File: src/rtl/fsfs_pkg.sv
// Package for the free segment fit search unit.
// Types, sizes and codes shared by fsfs_table and the top level; no dependencies.
package fsfs_pkg;

    localparam int TABLE_ENTRIES = 16;
    localparam int ADDR_BITS     = 16;

    localparam int IDX_W   = (TABLE_ENTRIES > 1) ? $clog2(TABLE_ENTRIES) : 1;
    localparam int START_W = (ADDR_BITS < 16) ? ADDR_BITS : 16;
    localparam int SIZE_W  = 16;

    localparam logic       KIND_WRITE  = 1'b0;
    localparam logic       KIND_SEARCH = 1'b1;

    localparam logic [1:0] STRAT_FIRST = 2'd0;
    localparam logic [1:0] STRAT_BEST  = 2'd1;
    localparam logic [1:0] STRAT_WORST = 2'd2;
    localparam logic [1:0] STRAT_NONE  = 2'd3;

    typedef struct packed {
        logic        kind;
        logic [3:0]  entry_index;
        logic [15:0] entry_start;
        logic [15:0] entry_size;
        logic        entry_valid;
        logic [15:0] request_size;
        logic [1:0]  strategy;
    } t_fsfs_in;

    typedef struct packed {
        logic        found;
        logic [15:0] address;
    } t_fsfs_out;

    typedef struct packed {
        logic               en;
        logic [IDX_W-1:0]   idx;
        logic [START_W-1:0] start;
        logic [SIZE_W-1:0]  size;
        logic               valid;
    } t_fsfs_wr;

    typedef struct packed {
        logic               valid;
        logic [START_W-1:0] start;
        logic [SIZE_W-1:0]  size;
    } t_fsfs_rd;

    typedef enum logic [1:0] {
        ST_IDLE,
        ST_SCAN,
        ST_DRAIN,
        ST_FINISH
    } t_fsfs_state;

endpackage

File: src/rtl/free_segment_fit_search_unit.sv
// Free segment fit search unit: top level with scan sequencer and output register.
// Depends on fsfs_pkg and fsfs_table.
//
// A write transaction loads one table entry in the cycle it is accepted and
// gives no result. A search transaction walks the table one entry per cycle
// through the single read port of the segment memories, then passes through the
// drain and finish states before its result enters the output register; no new
// transaction is taken during the walk.
// The output register lets the next transaction enter while a result waits.
module free_segment_fit_search_unit (
    input  logic                i_clk,
    input  logic                i_rst_n,
    input  logic                i_in_valid,
    output logic                o_in_ready,
    input  fsfs_pkg::t_fsfs_in  i_in_data,
    output logic                o_out_valid,
    input  logic                i_out_ready,
    output fsfs_pkg::t_fsfs_out o_out_data
);
    import fsfs_pkg::*;

    localparam logic [IDX_W-1:0] LAST_IDX = IDX_W'(TABLE_ENTRIES - 1);

    t_fsfs_state r_state, n_state;

    logic [IDX_W-1:0]   r_idx;
    logic [SIZE_W-1:0]  r_req;
    logic [1:0]         r_strat;
    logic               r_qual;
    logic               r_have;
    logic [SIZE_W-1:0]  r_left;
    logic [START_W-1:0] r_pick_start;
    logic               r_rd_vld;

    logic               r_out_vld;
    t_fsfs_out          r_out;

    t_fsfs_wr  wr;
    t_fsfs_rd  rd;
    logic      accept;
    logic      start_search;
    logic      rd_en;
    logic      load_out;
    logic      fit;
    logic      upd;
    logic [SIZE_W-1:0] left;

    assign accept       = i_in_valid && o_in_ready;
    assign start_search = accept && (i_in_data.kind == KIND_SEARCH);

    always_comb begin
        wr.en    = accept && (i_in_data.kind == KIND_WRITE)
                   && (32'(i_in_data.entry_index) < TABLE_ENTRIES);
        wr.idx   = IDX_W'(i_in_data.entry_index);
        wr.start = i_in_data.entry_start[START_W-1:0];
        wr.size  = i_in_data.entry_size;
        wr.valid = i_in_data.entry_valid;
    end

    fsfs_table u_table (
        .i_clk    (i_clk),
        .i_rst_n  (i_rst_n),
        .i_wr     (wr),
        .i_rd_en  (rd_en),
        .i_rd_idx (r_idx),
        .o_rd     (rd)
    );

    always_comb begin
        n_state = r_state;
        unique case (r_state)
            ST_IDLE: begin
                if (start_search) begin
                    n_state = ST_SCAN;
                end
            end
            ST_SCAN: begin
                if (r_idx == LAST_IDX) begin
                    n_state = ST_DRAIN;
                end
            end
            ST_DRAIN: begin
                n_state = ST_FINISH;
            end
            ST_FINISH: begin
                if (load_out) begin
                    n_state = ST_IDLE;
                end
            end
            default: begin
                n_state = ST_IDLE;
            end
        endcase
    end

    always_comb begin
        o_in_ready = (r_state == ST_IDLE);
        rd_en      = (r_state == ST_SCAN);
        load_out   = (r_state == ST_FINISH) && (!r_out_vld || i_out_ready);
    end

    assign fit  = r_rd_vld && r_qual && rd.valid && (rd.size >= r_req);
    assign left = rd.size - r_req;
    assign upd  = fit && (!r_have
                          || ((r_strat == STRAT_BEST) && (left < r_left))
                          || ((r_strat == STRAT_WORST) && (left > r_left)));

    always_ff @(posedge i_clk) begin
        if (!i_rst_n) begin
            r_state   <= ST_IDLE;
            r_idx     <= '0;
            r_rd_vld  <= 1'b0;
            r_have    <= 1'b0;
            r_out_vld <= 1'b0;
        end else begin
            r_state  <= n_state;
            r_rd_vld <= rd_en;
            if (start_search) begin
                r_idx  <= '0;
                r_have <= 1'b0;
            end else begin
                if (rd_en) begin
                    r_idx <= r_idx + 1'b1;
                end
                if (upd) begin
                    r_have <= 1'b1;
                end
            end
            if (load_out) begin
                r_out_vld <= 1'b1;
            end else if (i_out_ready) begin
                r_out_vld <= 1'b0;
            end
        end
    end

    always_ff @(posedge i_clk) begin
        if (start_search) begin
            r_req   <= i_in_data.request_size;
            r_strat <= i_in_data.strategy;
            r_qual  <= (i_in_data.request_size != '0) && (i_in_data.strategy != STRAT_NONE);
        end
        if (upd) begin
            r_left       <= left;
            r_pick_start <= rd.start;
        end
        if (load_out) begin
            r_out.found   <= r_have;
            r_out.address <= r_have ? 16'(r_pick_start) : 16'd0;
        end
    end

    assign o_out_valid = r_out_vld;
    assign o_out_data  = r_out;

endmodule

File: src/rtl/fsfs_table.sv
// Segment table: start and size memories with registered read, valid bits in flops.
// Depends on fsfs_pkg.
module fsfs_table (
    input  logic                     i_clk,
    input  logic                     i_rst_n,
    input  fsfs_pkg::t_fsfs_wr       i_wr,
    input  logic                     i_rd_en,
    input  logic [fsfs_pkg::IDX_W-1:0] i_rd_idx,
    output fsfs_pkg::t_fsfs_rd       o_rd
);
    import fsfs_pkg::*;

    logic [START_W-1:0] r_start_mem [TABLE_ENTRIES];
    logic [SIZE_W-1:0]  r_size_mem  [TABLE_ENTRIES];
    logic [TABLE_ENTRIES-1:0] r_valid;

    logic [START_W-1:0] r_rd_start;
    logic [SIZE_W-1:0]  r_rd_size;
    logic               r_rd_valid;

    always_ff @(posedge i_clk) begin
        if (i_wr.en) begin
            r_start_mem[i_wr.idx] <= i_wr.start;
            r_size_mem[i_wr.idx]  <= i_wr.size;
        end
        if (i_rd_en) begin
            r_rd_start <= r_start_mem[i_rd_idx];
            r_rd_size  <= r_size_mem[i_rd_idx];
        end
    end

    always_ff @(posedge i_clk) begin
        if (!i_rst_n) begin
            r_valid    <= '0;
            r_rd_valid <= 1'b0;
        end else begin
            if (i_wr.en) begin
                r_valid[i_wr.idx] <= i_wr.valid;
            end
            if (i_rd_en) begin
                r_rd_valid <= r_valid[i_rd_idx];
            end
        end
    end

    assign o_rd.valid = r_rd_valid;
    assign o_rd.start = r_rd_start;
    assign o_rd.size  = r_rd_size;

endmodule

File: config.mk
export PLATFORM = sky130hd
export DESIGN_NAME = free_segment_fit_search_unit
export DESIGN_NICKNAME = d
export VERILOG_FILES = /design/src/rtl/fsfs_pkg.sv /design/src/rtl/free_segment_fit_search_unit.sv /design/src/rtl/fsfs_table.sv
export SDC_FILE = /design/constraint.sdc
export NUM_CORES = 1
export LEC_CHECK = 0
export BUFFER_PORTS_ARGS = -buffer_cell sky130_fd_sc_hd__buf_2
export CAP_MARGIN = 30
export CORE_MARGIN = 1
export CORE_UTILIZATION = 40
export CTS_CLUSTER_SIZE = 40
export DETAILED_ROUTE_END_ITERATION = 8
export PLACE_DENSITY_LB_ADDON = 0.3
export SLEW_MARGIN = 10
export SYNTH_ARGS = -nofsm -noshare
export SYNTH_HDL_FRONTEND = slang
export SYNTH_HIERARCHICAL = 1
export SYNTH_SLANG_ARGS = --single-unit
File: constraint.sdc
create_clock -name i_clk -period 6.5 [get_ports i_clk]
set_clock_uncertainty 0.1 [all_clocks]
set_input_delay 0.975 -clock i_clk [delete_from_list [all_inputs] [get_ports i_clk]]
set_output_delay 0.975 -clock i_clk [all_outputs]
set_load 0.005 [all_outputs]
==> impl_metrics.csv, run 1 <==
group,metric,value,unit
sta,fin_hold_ws,0.313,ns
worst_setup_path,critical-path-max-stage-delay,0.54,ns
grt,track_usage,17.7,%
power,clockPowerShare,36.3,%
power,power.share.switching,24.1,%
cells_and_area,fin_nets,1395,
worst_setup_path,slowest_stage,"a21oi_4",
power,pwr-share-seq,48.6,%
power,vdd_drop_max,0.000182,V
sta,setup_slack,1.91,ns
grt,grt_overflow,0,
sta,slew_headroom,32.0,%
sta,drv_slew,0,
logic_synthesis,synthesis.nets,1259,
power,power_density,346,nW/um2
power,p_switching,2.38,mW
cts,root_buffer,"clkbuf_16",
cts,cts_htree_levels,3,
logic_synthesis,async_flop_share,0,%
worst_setup_path,cp.arrival,4.77,ns
logic_synthesis,synth_mux_area_share,15.0,%
cts,clk_pin_slew,0.06,ns
die,boundaryPins,79,
cts,insertion_delay,0.59,ns
power,power.leakage,9.02,nW
logic_synthesis,yosys.area_share.adder,1.94,%
logic_synthesis,synthCells,1161,
sta,fmax,0.218,GHz
routing,initialDrtViolationCount,981,
die,dieArea,63300,um2
sta,rsz0062_at_grt,"false",
logic_synthesis,synth_top_area_share,73.7,%
grt,antenna_found_initial,6,
cts,cts_buffers,68,
cts,cts.sinks,638,
sta,period_needed,4.59,ns
place,gp_congestion,0.775,
logic_synthesis,synth_top_family_by_area,"multiplexers",
sta,period_share,70.7,%
logic_synthesis,synth_xor_area_share,0.562,%
outcome,status,"completed",
die,chipHeight,252,um
logic_synthesis,ys_seq_elements,638,
routing,via_count,11800,
logic_synthesis,synthFlopType,"edfxtp_1",
logic_synthesis,synth_area,24900,um2
worst_setup_path,critPathKind,"reg2reg",
logic_synthesis,post-synth-top-count-cell,"edfxtp_1",
worst_hold_path,worstHoldPathType,"reg2reg",
cts,cts_resized,0,
cts,cts_setup_buffers,0,
worst_setup_path,required,6.67,ns
die,core,61600,um2
grt,grt_max_degree,74,
cells_and_area,finish.utilization,46.4,%
routing,routed_via_density,5.39,
sta,hold_viol_final,0,
logic_synthesis,synth_top_area_cell,"edfxtp_1",
sta,worst_pin_slew,1.02,ns
logic_synthesis,synth.distinct_cells,56,
logic_synthesis,synth_compound_area_share,2.33,%
cells_and_area,stdcell_area,28600,um2
cts,clk_path_buf_depth,3,
die,die_w,252,um
logic_synthesis,synth_commonest_cells,"612 x edfxtp_1, 161 x mux4_2, 42 x inv_1, 37 x ha_1",
routing,route.detailed.drc,0,
cells_and_area,fillers,5068,
cells_and_area,area_growth,14.7,%
die,fp-row-count,91,
logic_synthesis,synth_edf_count,612,
power,p_comb_share,15.2,%
routing,wirelength,54600,um
logic_synthesis,yosys_warnings,6,
routing,ant_nets,0,
worst_setup_path,cp-start-kind,"register",
routing,wire_per_inst,25.0,um
cells_and_area,drive_gt1_share,28.6,%
logic_synthesis,synth_seq_area_share,75.8,%
logic_synthesis,synth.avg_cell_area,21.5,um2
cts,cts_tree,"built",
grt,grt_pass1_vias,12200,
routing,firstDrtPassIters,5,
place,portBuffers,78,
place,place_area,26500,um2
grt,grt_pass1_wl,81200,um
power,p_int,7.50,mW
logic_synthesis,synthTopCellsByArea,"edfxtp_1 74%, mux4_2 15%, dfxtp_1 2.1%",
job,maxCapViolCount,0,
sta,fin_setup_tns,0,ns
worst_setup_path,end_kind,"register",
cts,hold_buffers,0,
place,dp_slack,1.93,ns
worst_setup_path,worstPathCellList,"ha_1 -> a21o_1 -> a221oi_2 -> nor2_1 -> a211oi_2 -> nor3_1 -> a311o_1 -> ha_1 -> nand4_1 -> nor3_1 -> a21boi_0 -> nor4b_1 -> mux2i_1 -> a21oi_4 -> buf_4",
die,start_util,40.5,%
logic_synthesis,synth-simple-area-share,2.63,%
place,hpwlAfterDp,31200,um
worst_setup_path,crit_fanout,12,
sta,setup_violations,0,
## kinds of logic (layout without fill, tap and decap cells)
| logic type | after synthesis | after routing |
|---|---|---|
| other | 0 | 2 |
| buffers and inverters | 85 | 269 |
| and+or+nand+nor | 128 | 128 |
| muxes | 172 | 172 |
| xor gates and xnor gates | 16 | 16 |
| adders and majority gates | 38 | 38 |
| DFF | 638 | 638 |
| AOI/OAI and AO/OA | 84 | 84 |
## per-stage QoR
stage / instances / power (mW)
floorplan: 1161 / 6.02
global placement: 2062 / 6.38
detailed placement: 2064 / 6.40
CTS: 2182 / 10.0
global route: 2182 / 10.3
finish: 2184 / 9.88
## power groups by stage
stage                     clock [mW]  sequential (mW)  combinational [mW]
after detailed placement           0             4.89                1.51
after global placement             0             4.89                1.50
final                           3.59             4.80                1.50
after global routing            3.82             4.82                1.64
after CTS                       3.67             4.81                1.52
after floorplan                    0             4.82                1.20
## registers in the layout, indices dropped and copies added, names as in the netlist
signal	cells
o_out_data	17
o_out_valid	1
r_have	1
r_idx	4
r_left	16
r_pick_start	16
r_qual	1
r_rd_vld	1
r_req	16
r_state	2
r_strat	2
u_table/r_rd_size	16
u_table/r_rd_start	16
u_table/r_rd_valid	1
u_table/r_size_mem	256
u_table/r_start_mem	256
u_table/r_valid	16
## worst max-delay path, delay by kind of cell, from the launching register on
kind                     cells  cell delay, ns
AO/OA/AOI/OAI                6            1.86
AND/OR/NAND/NOR              5            0.71
adder cells (fa/ha/maj)      2            0.69
flip-flops                   1            0.38
buffers and inverters        1            0.35
multiplexers                 1            0.16
## cells in the final DEF, fill, tap and decap left out, types with 13 or more instances in the layout
cell / count
edfxtp_1: 612
mux4_2: 161
buf_2: 78
clkbuf_16: 70
inv_1: 42
ha_1: 36
nand2_1: 28
buf_4: 27
clkbuf_1: 25
a21oi_1: 22
dfxtp_1: 22
and2_1: 17
o21ai_0: 16
nor2_1: 16
nor2b_1: 13
## per-layer routing
layer | vias up | track usage (%) | routed length (um) | share of wire, %
li1 | 5077 | - | - | -
met1 | 6291 | 24.9 | 24300 | 44
met2 | 297 | 28.3 | 26400 | 48
met3 | 92 | 3.40 | 2820 | 5.2
met4 | 8 | 4.88 | 1120 | 2.1
met5 | - | 0 | 45 | 0.082
## layout make-up
| type | count | area, um2 | share of cell area [%] |
|---|---|---|---|
| repair buffers | 109 | 688 | 2.41 |
| well taps | 837 | 1050 | 3.66 |
| diodes | 2 | 5.00 | 0.0175 |
| multi-input cells | 438 | 5740 | 20.1 |
| inverters | 42 | 158 | 0.551 |
| clock buffers | 96 | 1860 | 6.50 |
| clock inverters | 22 | 190 | 0.665 |
| flip-flops and latches | 638 | 18900 | 66.1 |
## path summary, 6_finish.rpt
check	startpoint	endpoint	slack, ns	depth (start not counted)
min	u_table/r_rd_start[1]$_DFFE_PP_	r_pick_start[1]$_DFFE_PP_	0.31	0
min reg2reg	u_table/r_rd_start[1]$_DFFE_PP_	r_pick_start[1]$_DFFE_PP_	0.31	0
max reg2reg	u_table/r_rd_size[5]$_DFFE_PP_	r_left[4]$_DFFE_PP_	1.91	15
max	u_table/r_rd_size[5]$_DFFE_PP_	r_left[4]$_DFFE_PP_	1.91	15
No activity file was read; power rests on OpenSTA's default activity.
==> run 2: changes to the inputs <==
- clock period: 6.5 -> 3.84 ns (I/O delays scaled with it)
==> run 2 against run 1 <==
The flow now finishes with violations (negative setup slack). Design area increased by 3.1%. Fmax is 17% higher. Final cell count grew 1.9%. Power grew 78%. Sequential share of layout area shrank 2.0 points. Highest routed layer unchanged.
==> impl_metrics.csv, run 2 (same netlist as run 1, synthesis figures left out) <==
group,metric,value,unit
cts,root_buffer,"clkbuf_16",
routing,m1WireLength,24000,um
routing,firstDrtPassIters,5,
sta,slew_headroom,42.5,%
die,start_util,40.5,%
routing,wirelength,55000,um
grt,grt_max_degree,42,
place,place_area,27000,um2
cells_and_area,fillers,5033,
place,gp_congestion,0.805,
place,placed_cells,2092,
die,fp-row-count,91,
sta,period_share,103,%
power,power.share.switching,24.2,%
sta,fmax,0.254,GHz
cts,clk_path_buf_depth,3,
grt,grt_pass1_wl,81000,um
worst_setup_path,crit_fanout,8,
routing,top_layer_used,"met5",
cells_and_area,area_growth,18.2,%
sta,hold_viol_final,0,
worst_setup_path,slowest_stage,"edfxtp_1",
sta,rsz0062_at_grt,"true",
worst_setup_path,setup.worst_path.start,"r_req[0]$_DFFE_PP_",
power,pwr-share-seq,46.3,%
worst_setup_path,reg2reg_depth,18,
die,die_w,252,um
sta,fin_hold_ws,0.0566,ns
power,power,17.6,mW
cells_and_area,final_cells,2226,
cts,hold_buffers,0,
worst_setup_path,r2r_end,"r_pick_start[1]$_DFFE_PP_",
routing,ant_nets,0,
cells_and_area,stdcell_area,29500,um2
routing,wl_met2,27000,um
worst_setup_path,critPathKind,"reg2reg",
routing,via_count,12000,
worst_setup_path,endpoint,"r_pick_start[1]$_DFFE_PP_",
cells_and_area,fin_nets,1436,
routing,wire_per_inst,24.7,um
cells_and_area,mostFrequentLayoutCells,"612 x edfxtp_1, 161 x mux4_2, 78 x buf_2",
cts,cts_buffers,69,
cts,clk_pin_slew,0.06,ns
worst_setup_path,r2r_setup_slack,-0.10,ns
die,core,61600,um2
sta,setup_violations,32,
routing,initialDrtViolationCount,1110,
cts,cts.sinks,638,
power,power.leakage,9.40,nW
outcome,status,"finished with violations",
sta,drv_slew,0,
power,vdd_drop_max,0.000303,V
job,maxCapViolCount,0,
sta,setup_slack,-0.102,ns
grt,grt_pass1_vias,12400,
grt,track_usage,17.6,%
cts,cts_htree_levels,3,
die,chipHeight,252,um
worst_setup_path,crit_top_cell,"buf_4",
sta,worst_pin_slew,0.863,ns
cts,cts_tree,"built",
power,p_switching,4.25,mW
worst_setup_path,critical-path-max-stage-delay,0.42,ns
power,power_density,596,nW/um2
worst_setup_path,worstPathCellList,"ha_4 -> fa_2 -> nor2b_4 -> o21ai_4 -> nand2_2 -> a211oi_4 -> buf_4 -> buf_4 -> xnor2_1 -> ha_1 -> nand4_1 -> buf_4 -> a21oi_1 -> nor4b_2 -> mux2i_2 -> a21oi_4 -> buf_12 -> clkbuf_16",
place,hpwlAfterDp,32200,um
cells_and_area,drive_gt1_share,33.6,%
routing,wl_met3,3030,um
die,dieArea,63300,um2
die,boundaryPins,79,
outcome,failed_checks,"negative setup slack",
grt,grt_overflow,0,
grt,antenna_found_initial,10,
power,clockPowerShare,37.4,%
cells_and_area,final_common_cell,"edfxtp_1",
power,p_int,13.3,mW
worst_hold_path,worstHoldPathType,"in2reg",
routing,routed_via_density,5.40,
worst_setup_path,required,4.10,ns
routing,route.detailed.drc,0,
power,p_comb_share,16.3,%
worst_setup_path,cp-start-kind,"register",
worst_setup_path,cp.arrival,4.20,ns
place,portBuffers,78,
worst_setup_path,end_kind,"register",
worst_setup_path,rr_startpoint,"r_req[0]$_DFFE_PP_",
cts,insertion_delay,0.61,ns
sta,period_needed,3.94,ns
## run 2: changes by cell type in the layout (fill, tap and decap cells not counted), sizes merged
| cell | delta |
|---|---|
| buf | +39 |
| clkbuf | -15 |
| clkinv | +7 |
| bufinv | +6 |
| inv | +5 |
## run 2: cell type report
class                           count  area (um2)  area share, %
Clock buffer                       80        1780           6.03
Sequential cell                   638       18900           64.1
Timing Repair Buffer              149        1160           3.95
Tap cell                          837        1050           3.55
Multi-Input combinational cell    438        5970           20.2
Clock inverter                     40         457           1.55
Inverter                           42         158          0.535
Antenna cell                        2        5.00         0.0170
## run 2: power groups by stage
stage          Sequential, mW  Combinational (mW)  Clock [mW]
3_3_place_gp             8.27                2.65           0
5_1_grt                  8.16                3.12        6.98
3_5_place_dp             8.28                2.70           0
4_1_cts                  8.13                2.74        6.71
2_1_floorplan            8.17                2.07           0
6_report                 8.13                2.87        6.57
## run 2: repair_timing
action,in CTS,in global routing
pin swaps,1,7
setup buffers,1,10
gates cloned,0,1
gates resized for setup,6,26
endpoints found under the setup margin,32,32
## run 2: metal layers
metal	global-route usage, %	up-vias
met2	28.7	368
met1	24.6	6399
met5	0	-
met3	3.10	77
li1	-	5167
met4	4.95	4
## run 2: worst min path at each step
stage / startpoint / to / slack [ns] / cells past startpoint
6_report: i_in_data[0] / r_strat[0]$_DFFE_PP_ / 0.06 / 1
5_1_grt: i_in_data[0] / r_strat[0]$_DFFE_PP_ / 0.04 / 1
4_1_cts: i_in_data[0] / r_strat[0]$_DFFE_PP_ / 0.02 / 1
3_5_place_dp: u_table/r_rd_start[1]$_DFFE_PP_ / r_pick_start[1]$_DFFE_PP_ / 0.30 / 0
3_3_place_gp: u_table/r_rd_start[2]$_DFFE_PP_ / r_pick_start[2]$_DFFE_PP_ / 0.30 / 0
2_1_floorplan: u_table/r_rd_start[0]$_DFFE_PP_ / r_pick_start[0]$_DFFE_PP_ / 0.30 / 0
## run 2: per-stage QoR
| stage | utilization [%] | setup TNS [ns] | worst slack [ns] |
|---|---|---|---|
| after floorplan | - | -0.295 | -0.00922 |
| after global placement | 43.8 | -0.202 | -0.0134 |
| after detailed placement | 43.8 | -1.66 | -0.0703 |
| after CTS | 47.5 | -0.0670 | -0.0136 |
| after global routing | 47.9 | -7.31 | -0.242 |
| final | 47.9 | -2.41 | -0.102 |
## run 2: worst max-delay path: cells and delay by family, from the launching register on
family / cells / cell delay [ns]
buffers and inverters: 5 / 0.74
xor gates and xnor gates: 1 / 0.22
muxes: 1 / 0.34
AOI/OAI and AO/OA: 4 / 0.29
adders and majority gates: 3 / 0.85
DFF: 1 / 0.42
and+or+nand+nor: 4 / 0.72
==> run 3: changes to the inputs <==
- MAX_ROUTING_LAYER: default -> met4
==> run 3 against run 2 <==
The flow still finishes with violations (negative setup slack). Clock power barely moved. Die area did not move. Design area barely moved. Combinational power barely moved. Critical path depth did not move. Critical endpoint unchanged.
==> impl_metrics.csv, run 3 (same netlist as run 1, synthesis figures left out) <==
group,metric,value,unit
outcome,status,"finished with violations",
outcome,failed_checks,"negative setup slack",
worst_setup_path,reg2reg_depth,18,
cts,insertion_delay,0.61,ns
grt,grt_max_degree,42,
worst_setup_path,slowest_stage,"edfxtp_1",
sta,hold_viol_final,0,
routing,top_layer_used,"met4",
cts,cts_tree,"built",
cells_and_area,fillers,5033,
power,power_density,595,nW/um2
cells_and_area,fin_nets,1436,
die,core,61600,um2
die,start_util,40.5,%
grt,track_usage,18.2,%
worst_hold_path,worstHoldPathType,"in2reg",
worst_setup_path,crit_top_cell,"buf_4",
sta,setup_violations,32,
sta,setup_slack,-0.0953,ns
routing,ant_nets,0,
power,power.leakage,9.40,nW
power,power,17.6,mW
routing,wl_met3,3150,um
power,vdd_drop_max,0.000302,V
worst_setup_path,required,4.10,ns
cts,clk_path_buf_depth,3,
routing,routed_via_density,5.35,
worst_setup_path,worstPathCellList,"ha_4 -> fa_2 -> nor2b_4 -> o21ai_4 -> nand2_2 -> a211oi_4 -> buf_4 -> buf_4 -> xnor2_1 -> ha_1 -> nand4_1 -> buf_4 -> a21oi_1 -> nor4b_2 -> mux2i_2 -> a21oi_4 -> buf_12 -> clkbuf_16",
routing,firstDrtPassIters,5,
cells_and_area,mostFrequentLayoutCells,"612 x edfxtp_1, 161 x mux4_2, 78 x buf_2",
die,fp-row-count,91,
cells_and_area,area_growth,18.3,%
sta,fmax,0.254,GHz
worst_setup_path,crit_fanout,8,
sta,period_share,102,%
cts,hold_buffers,0,
routing,via_count,11900,
cts,root_buffer,"clkbuf_16",
cts,cts.sinks,638,
routing,wirelength,55000,um
grt,antenna_found_initial,10,
sta,worst_pin_slew,0.861,ns
routing,wire_per_inst,24.7,um
cts,clk_pin_slew,0.06,ns
worst_setup_path,cp-start-kind,"register",
cts,cts_htree_levels,3,
grt,grt_pass1_wl,80900,um
routing,initialDrtViolationCount,1062,
grt,grt_overflow,0,
cells_and_area,final_common_cell,"edfxtp_1",
die,dieArea,63300,um2
worst_setup_path,cp.arrival,4.20,ns
worst_setup_path,critPathKind,"reg2reg",
sta,rsz0062_at_grt,"true",
job,maxCapViolCount,0,
cells_and_area,finish.utilization,47.9,%
routing,route.detailed.drc,0,
grt,grt_pass1_vias,12400,
die,die_w,252,um
die,boundaryPins,79,
routing,wl_met2,26900,um
sta,fin_hold_ws,0.0582,ns
place,gp_congestion,0.817,
cells_and_area,regArea,18900,um2
place,portBuffers,78,
worst_hold_path,holdPathStages,1,
routing,m1WireLength,23900,um
sta,slew_headroom,42.6,%
cells_and_area,multi_input_area,5970,um2
worst_setup_path,end_kind,"register",
die,chipHeight,252,um
sta,fin_setup_tns,-2.22,ns
worst_setup_path,critical-path-max-stage-delay,0.42,ns
sta,drv_slew,0,
cts,cts_buffers,69,
cells_and_area,drive_gt1_share,33.6,%
place,hpwlAfterDp,32200,um
sta,period_needed,3.94,ns
## run 3: cell count changes in the layout (fill, tap and decap cells not counted), sizes merged
cell,previous run,this run
diode,2,5
## run 3: what timing repair did
item | CTS | global route
gates cloned | 0 | 1
buffers inserted | 1 | 10
endpoints found under the setup margin | 32 | 32
pin swaps | 1 | 7
resized for setup | 6 | 26
## run 3: layout make-up
type,instances,share of cell area (%)
inverter,42,0.535
sequential,638,64.1
tap,837,3.55
clock inverter,40,1.55
antenna,5,0.0424
timing repair buffer,149,3.95
clock buffer,80,6.03
multi-input combinational,438,20.2
## run 3: final timing paths
kind	start	to	slack, ns
setup / recovery	r_req[0]$_DFFE_PP_	r_pick_start[1]$_DFFE_PP_	-0.1
setup reg to reg	r_req[0]$_DFFE_PP_	r_pick_start[1]$_DFFE_PP_	-0.1
hold / removal	i_in_data[0]	r_strat[0]$_DFFE_PP_	0.06
hold reg to reg	u_table/r_rd_start[1]$_DFFE_PP_	r_pick_start[1]$_DFFE_PP_	0.32
## run 3: metrics by stage
step / std cells / setup WS, ns / instance area [um2]
2_1_floorplan: 1161 / -0.00922 / 25000
3_3_place_gp: 2091 / -0.0134 / 26900
3_5_place_dp: 2092 / -0.0703 / 27000
4_1_cts: 2213 / -0.0136 / 29200
5_1_grt: 2228 / -0.242 / 29500
6_report: 2229 / -0.0953 / 29500
## run 3: critical path, delay by kind of cell (launching register included)
family                   cells  cell delay [ns]
adder cells (fa/ha/maj)      3             0.85
buffers and inverters        5             0.74
AND/OR/NAND/NOR              4             0.72
flip-flops                   1             0.42
multiplexers                 1             0.34
AO/OA/AOI/OAI                4             0.29
XOR/XNOR                     1             0.22
## run 3: per-layer routing
metal	track usage, %	vias up
met2	28.7	358
li1	-	5172
met1	24.5	6327
met3	3.30	75
met4	4.93	0
met5	-	-
## run 3: report_power, final
| part | internal (mW) | switching, mW |
|---|---|---|
| sequential | 7.97 | 0.162 |
| clock | 3.89 | 2.67 |
| combinational | 1.46 | 1.41 |
